File: src/hdl/i2cms_pkg.sv
// types, codes and helpers for the i2c master byte sequencer
package i2cms_pkg;

  // command codes, also the running command kind
  typedef enum logic [2:0] {
    OP_NONE  = 3'd0,
    OP_START = 3'd1,
    OP_STOP  = 3'd2,
    OP_WRITE = 3'd3,
    OP_READ  = 3'd4
  } op_t;

  localparam logic [15:0] SLOT_TICKS_RST = 16'd175;
  localparam logic [4:0]  SHORT_STEPS    = 5'd4;
  localparam logic [4:0]  BYTE_STEPS     = 5'd28;
  localparam logic [4:0]  BIT_STEPS      = 5'd24;

  // one tick of input
  typedef struct packed {
    logic [2:0] op;
    logic [7:0] tx_byte;
    logic       ack_to_send;
    logic       sda_in;
  } in_item_t;

  // one tick of result
  typedef struct packed {
    logic       scl_level;
    logic       sda_level;
    logic       busy_res;
    logic       done_res;
    logic       start_ok;
    logic       ack_seen;
    logic [7:0] rx_byte;
  } out_item_t;

  // split a step below 24 into bit number and phase: bit = s / 3, phase = s % 3
  function automatic logic [4:0] split_step(input logic [4:0] s);
    logic [8:0] p;
    logic [2:0] bit_no;
    logic [4:0] ph;
    p      = {4'd0, s} * 9'd11;
    bit_no = p[7:5];
    ph     = s - ({2'd0, bit_no} + {1'b0, bit_no, 1'b0});
    return {bit_no, ph[1:0]};
  endfunction

endpackage

File: src/hdl/i2c_master_byte_sequencer.sv
// top level: tick-driven i2c master running start, stop, write and read commands
// the result beat of an accepted input beat is registered and appears in the next cycle
// throughput: one beat per cycle while out_ready is high; the output register decouples the two sides
// each tick's bus state is updated by one pass of step logic into the state registers
// reset (rst_n low, synchronous) idles the sequencer, releases scl and sda, sets
// slot_ticks to 175 and empties the output register
module i2c_master_byte_sequencer (
  input  logic                 clk,
  input  logic                 rst_n,
  input  logic                 in_valid,
  output logic                 in_ready,
  input  i2cms_pkg::in_item_t  in_data,
  output logic                 out_valid,
  input  logic                 out_ready,
  output i2cms_pkg::out_item_t out_data,
  input  logic                 cfg_we,
  input  logic [15:0]          cfg_wdata
);
  import i2cms_pkg::*;

  logic [15:0] slot_ticks_r;
  logic [15:0] slot_count_r, slot_count_nxt;
  op_t         kind_r, kind_nxt;
  logic [4:0]  step_r, step_nxt;
  logic [7:0]  shift_r, shift_nxt;
  logic        scl_r, scl_nxt;
  logic        sda_r, sda_nxt;
  logic        ack_r, ack_nxt;
  logic        start_ok_r, start_ok_nxt;
  logic [7:0]  tx_hold_r, tx_hold_nxt;
  logic        ack_hold_r, ack_hold_nxt;
  logic        out_valid_r;
  out_item_t   out_r, out_nxt;
  logic        accept;

  // step logic scratch
  logic        do_apply;
  logic        fail;
  logic        done;
  logic [4:0]  step_inc;
  logic [4:0]  step_cnt;
  logic [4:0]  split;
  logic [4:0]  rd_t;

  assign in_ready  = !out_valid_r || out_ready;
  assign accept    = in_valid && in_ready;
  assign out_valid = out_valid_r;
  assign out_data  = out_r;

  // one tick of the sequencer
  always_comb begin
    slot_count_nxt = slot_count_r;
    kind_nxt       = kind_r;
    step_nxt       = step_r;
    shift_nxt      = shift_r;
    scl_nxt        = scl_r;
    sda_nxt        = sda_r;
    ack_nxt        = ack_r;
    start_ok_nxt   = start_ok_r;
    tx_hold_nxt    = tx_hold_r;
    ack_hold_nxt   = ack_hold_r;
    do_apply       = 1'b0;
    fail           = 1'b0;
    done           = 1'b0;
    step_inc       = step_r + 5'd1;
    step_cnt       = ((kind_r == OP_START) || (kind_r == OP_STOP)) ? SHORT_STEPS : BYTE_STEPS;
    split          = 5'd0;
    rd_t           = 5'd0;

    // command launch, slot countdown or step advance
    if (kind_r == OP_NONE) begin
      if ((in_data.op >= OP_START) && (in_data.op <= OP_READ)) begin
        kind_nxt     = op_t'(in_data.op);
        step_nxt     = 5'd0;
        tx_hold_nxt  = in_data.tx_byte;
        ack_hold_nxt = in_data.ack_to_send;
        if (in_data.op == OP_START) start_ok_nxt = 1'b0;
        if (in_data.op == OP_READ) shift_nxt = 8'd0;
        do_apply = 1'b1;
      end
    end else if (slot_count_r != 16'd0) begin
      slot_count_nxt = slot_count_r - 16'd1;
    end else begin
      if (kind_r == OP_START) begin
        if ((step_r == 5'd1) && !in_data.sda_in) fail = 1'b1;
        if ((step_r == 5'd2) && in_data.sda_in) fail = 1'b1;
      end
      if (fail || (step_inc >= step_cnt)) begin
        if (!fail && (kind_r == OP_START)) start_ok_nxt = 1'b1;
        kind_nxt       = OP_NONE;
        step_nxt       = 5'd0;
        slot_count_nxt = 16'd0;
        done           = 1'b1;
      end else begin
        step_nxt = step_inc;
        do_apply = 1'b1;
      end
    end

    // pin action of the step just entered
    if (do_apply) begin
      unique case (kind_nxt)
        OP_START: begin
          unique case (step_nxt)
            5'd0:    sda_nxt = 1'b1;
            5'd1:    scl_nxt = 1'b1;
            5'd2:    sda_nxt = 1'b0;
            default: scl_nxt = 1'b0;
          endcase
        end
        OP_STOP: begin
          unique case (step_nxt)
            5'd0:    scl_nxt = 1'b0;
            5'd1:    sda_nxt = 1'b0;
            5'd2:    scl_nxt = 1'b1;
            default: sda_nxt = 1'b1;
          endcase
        end
        OP_WRITE: begin
          if (step_nxt < BIT_STEPS) begin
            split = split_step(step_nxt);
            unique case (split[1:0])
              2'd0:    sda_nxt = tx_hold_nxt[3'd7 - split[4:2]];
              2'd1:    scl_nxt = 1'b1;
              default: scl_nxt = 1'b0;
            endcase
          end else if (step_nxt == 5'd24) begin
            sda_nxt = 1'b1;
          end else if (step_nxt == 5'd25) begin
            scl_nxt = 1'b1;
          end else if (step_nxt == 5'd26) begin
            ack_nxt = in_data.sda_in;
          end else begin
            scl_nxt = 1'b0;
          end
        end
        OP_READ: begin
          if (step_nxt == 5'd0) begin
            sda_nxt = 1'b1;
          end else if (step_nxt <= BIT_STEPS) begin
            rd_t  = step_nxt - 5'd1;
            split = split_step(rd_t);
            unique case (split[1:0])
              2'd0:    scl_nxt = 1'b1;
              2'd1:    shift_nxt = {shift_nxt[6:0], in_data.sda_in};
              default: scl_nxt = 1'b0;
            endcase
          end else if (step_nxt == 5'd25) begin
            sda_nxt = ack_hold_nxt;
          end else if (step_nxt == 5'd26) begin
            scl_nxt = 1'b1;
          end else begin
            scl_nxt = 1'b0;
          end
        end
        default: ;
      endcase
      // hold time for the new action, zero counts as one
      slot_count_nxt = (slot_ticks_r == 16'd0) ? 16'd0 : (slot_ticks_r - 16'd1);
    end

    // result beat
    out_nxt.scl_level = scl_nxt;
    out_nxt.sda_level = sda_nxt;
    out_nxt.busy_res  = (kind_nxt != OP_NONE);
    out_nxt.done_res  = done;
    out_nxt.start_ok  = start_ok_nxt;
    out_nxt.ack_seen  = ack_nxt;
    out_nxt.rx_byte   = shift_nxt;
  end

  // configuration register
  always_ff @(posedge clk) begin
    if (!rst_n) begin
      slot_ticks_r <= SLOT_TICKS_RST;
    end else if (cfg_we) begin
      slot_ticks_r <= cfg_wdata;
    end
  end

  // sequencer state
  always_ff @(posedge clk) begin
    if (!rst_n) begin
      slot_count_r <= 16'd0;
      kind_r       <= OP_NONE;
      step_r       <= 5'd0;
      shift_r      <= 8'd0;
      scl_r        <= 1'b1;
      sda_r        <= 1'b1;
      ack_r        <= 1'b1;
      start_ok_r   <= 1'b0;
      tx_hold_r    <= 8'd0;
      ack_hold_r   <= 1'b1;
    end else if (accept) begin
      slot_count_r <= slot_count_nxt;
      kind_r       <= kind_nxt;
      step_r       <= step_nxt;
      shift_r      <= shift_nxt;
      scl_r        <= scl_nxt;
      sda_r        <= sda_nxt;
      ack_r        <= ack_nxt;
      start_ok_r   <= start_ok_nxt;
      tx_hold_r    <= tx_hold_nxt;
      ack_hold_r   <= ack_hold_nxt;
    end
  end

  // output register valid
  always_ff @(posedge clk) begin
    if (!rst_n) begin
      out_valid_r <= 1'b0;
    end else if (accept) begin
      out_valid_r <= 1'b1;
    end else if (out_ready) begin
      out_valid_r <= 1'b0;
    end
  end

  // output register payload
  always_ff @(posedge clk) begin
    if (accept) begin
      out_r <= out_nxt;
    end
  end

endmodule

File: config.mk
export PLATFORM = sky130hd
export DESIGN_NAME = i2c_master_byte_sequencer
export DESIGN_NICKNAME = d
export VERILOG_FILES = /design/src/hdl/i2cms_pkg.sv /design/src/hdl/i2c_master_byte_sequencer.sv
export SDC_FILE = /design/constraint.sdc
export NUM_CORES = 1
export LEC_CHECK = 0
export ABC_CLOCK_PERIOD_IN_PS = 18200
export BUFFER_PORTS_ARGS = -buffer_cell sky130_fd_sc_hd__buf_4
export CAP_MARGIN = 20
export CELL_PAD_IN_SITES_DETAIL_PLACEMENT = 0
export CELL_PAD_IN_SITES_GLOBAL_PLACEMENT = 1
export CORE_UTILIZATION = 49
export DETAILED_ROUTE_END_ITERATION = 8
export HOLD_SLACK_MARGIN = 0.05
export PLACE_DENSITY = 0.86
export SLEW_MARGIN = 20
export SYNTH_ARGS = -nofsm -noshare
export SYNTH_HDL_FRONTEND = slang
export SYNTH_SLANG_ARGS = --single-unit
File: constraint.sdc
create_clock -name clk -period 18.2 [get_ports clk]
set_clock_uncertainty 0.2 [all_clocks]
set_input_delay 3.64 -clock clk [delete_from_list [all_inputs] [get_ports clk]]
set_output_delay 3.64 -clock clk [all_outputs]
set_load 0.03 [all_outputs]
==> impl_metrics.yaml <==
run_status:
  outcome: "complete, no violations"
cts:
  hold_buffers: 0
  cts_tree: "yes"
  htreeDepth: 3
  cts_buffers: 9
  cts_resized: 0
  clockBufferDepth: 2
  clkTransAtPathRegs_ns: 0.09
  clkLatencyLatePin_ns: 0.37
  postCtsSetupBuffers: 0
  ctsRootBufferMaster: "clkbuf_8"
  cts_sinks: 76
route:
  ant_nets: 0
  vias: 5053
  wl_per_cell_um: 15.8
  drt_first_pass_iters: 5
  drc: 0
  avgViaCountPerCell: 5.97
  wirelength_um: 13400
  drt_iter0_markers: 379
hold_path:
  min-delay-start: "tx_hold_r[7]"
  hold_end: "tx_hold_r[7]"
  min_path_type: "flop to flop"
  hold_depth: 2
final_layout:
  sequential_cell_area_um2: 1660
  multi_input_area_um2: 3580
  fillCellCount: 999
  area_growth_pct: 11.8
  instances_no_fill: 847
  final_area_um2: 6150
  final_layout_size_suffix_gt1_frac: 0.134
  final_net_count: 772
  antenna_cells: 0
worst_setup_path:
  path_class: "input pin to flop"
  crit_fanout: 25
  cp-start-kind: "input pin"
  critPathCaptureType: "flop"
  slowest_delay_ns: 0.64
  slowest_stage: "and3_1"
  reg2regPathDepth: 27
  rrSetupSlack_ns: 10.90
  cp_data_arrival_time_ns: 9.81
  required_ns: 18.11
  r2r_end: "out_data[5]"
  reg2reg_from: "step_r[0]"
run:
  drv_cap: 0
die:
  die_x_um: 108
  pin_count: 50
  num_rows: 38
  fp.coreArea_um2: 10900
  dieArea_um2: 11700
  die_h_um: 108
  start_util: 0.505
sta:
  finalCritPeriodShare: 0.544
  finalSetupViolations: 0
  fin_tns_setup_ns: 0
  tightest_slew_ns: 0.858
  layout_min_cycle_time_ns: 9.90
  rsz0062_at_grt: "no"
  slew_headroom: 0.427
  slew_viol_final: 0
  fmax_mhz: 101
  finalHoldViolations: 0
power_and_ir_drop:
  cellLeakagePower_nw: 2.50
  power.total_uw: 807
  ir_drop_mv: 0.122
  power.density_nw_per_um2: 131
synth:
  yosys.cell_types.count: 74
  syn_avg_cell_area_um2: 8.17
  yosys.area.top_type: "dfxtp_1"
  synth_edf_count: 14
  postSynth.asyncResetShare: 0
  syn_nets: 743
  yosys-top-cells-area: "dfxtp_1 (23%), ha_1 (7.7%), edfxtp_1 (7.6%), nor2_1 (5.6%), mux2i_1 (5.3%)"
  synth_seq_cells: 76
  synth_top_flop_cell: "dfxtp_1"
  synth_cells: 673
  syn_area_um2: 5500
  yosysTopAreaCellShare: 0.226
  seq_area_frac_synth: 0.302
  yosysWarnings: 0
grt:
  grt_pass1_wl_um: 22700
  grt_antenna_before_repair: 0
  grt_usage: 0.248
  grt_pass1_vias: 4780
  grt_max_degree: 47
  grt-ovfl-total: 0
placement:
  place_area_um2: 5920
  hpwl_um: 9800
  portBuffers: 49
  routabilityCongestion: 0.860
  dp.cells: 831
synthesized netlist by cell type (all sizes together), types with 3 or more instances:
library cell and number:
nor2 82, nand2 77, dfxtp 62, o21ai 37
ha 34, a21oi 32, inv 30, nor3 30
mux2i 29, nand3 24, xnor2 20, buf 17
clkbuf 17, edfxtp 14, o221ai 12, a22oi 11
or3 9, nor4 8, o211ai 8, xor2 8
and3 7, o32ai 7, a211oi 6, a31oi 6
and2 6, nand4 6, o31ai 6, nand2b 5
o22ai 5, a31o 4, mux4 4, or2 4
a21o 3, a311oi 3, nor2b 3, o21a 3
or4 3
layout by cell type, fill, tap and decap left out, types with 9 or more instances in the layout:
cell,count
nand2_1,76
xnor2_1,20
nor3_1,28
mux2i_1,29
ha_1,34
dfxtp_1,62
nand3_1,24
o221ai_1,12
nor2_1,82
clkbuf_8,9
inv_1,28
o21ai_0,36
edfxtp_1,14
a21oi_1,32
buf_4,52
a22oi_1,11
or3_1,9
layer usage:
| layer | GRT usage | share of wire |
|---|---|---|
| met2 | 0.421 | 0.48 |
| met3 | 0.0500 | 0.049 |
| met4 | 0.0900 | 0.024 |
| met5 | 0 | 0 |
| met1 | 0.310 | 0.45 |
sequential cells by signal, indices dropped and copies added, names as in the netlist:
signal	count
slot_count_r	16
out_data	14
ack_r	1
scl_r	1
step_r	5
start_ok_r	1
ack_hold_r	1
slot_ticks_r	16
kind_r	3
tx_hold_r	8
sda_r	1
out_valid	1
shift_r	8
cells by family after synthesis:
family / synth area share
compound gates: 0.205
flops: 0.302
xor+xnor: 0.0487
mux: 0.0733
buf+inv: 0.0471
simple gates: 0.240
fa+ha+maj: 0.0846
area by class of cell:
| cell class | instances | share of cell area |
|---|---|---|
| sequential | 76 | 0.270 |
| inverter | 30 | 0.0183 |
| clock inverter | 7 | 0.0171 |
| timing repair buffer | 52 | 0.0635 |
| multi-input combinational | 533 | 0.582 |
| tap | 140 | 0.0285 |
| clock buffer | 9 | 0.0202 |
per-stage QoR:
step	hold WS (ns)	utilization	worst slack, ns
after floorplan	0.233	-	8.68
after global placement	0.240	0.544	8.10
after detailed placement	0.248	0.544	7.88
after CTS	0.261	0.565	8.29
after global routing	0.288	0.565	7.80
final	0.259	0.565	8.30
worst max-delay path by stage:
stage | startpoint | to | slack (ns) | cells past startpoint
floorplan | in_data[12] | out_data[1] | 8.68 | 26
global placement | in_data[12] | out_data[7] | 8.10 | 26
detailed placement | in_data[11] | out_data[5] | 7.88 | 26
CTS | in_data[11] | out_data[5] | 8.29 | 26
global route | in_data[11] | out_data[3] | 7.80 | 26
finish | in_data[11] | out_data[5] | 8.30 | 26
power breakdown:
part / internal (mW) / switching (mW)
logic: 0.186 / 0.265
registers: 0.187 / 0.0177
clock network: 0.0796 / 0.0723
worst max-delay path, delay by kind of cell:
kind	cells	cell delay (ns)
mux	1	0.23
fa+ha+maj	5	1.49
buf+inv	4	0.56
simple gates	4	1.24
compound gates	6	1.48
xor+xnor	6	1.14
Power figures use the tool's default switching activity.
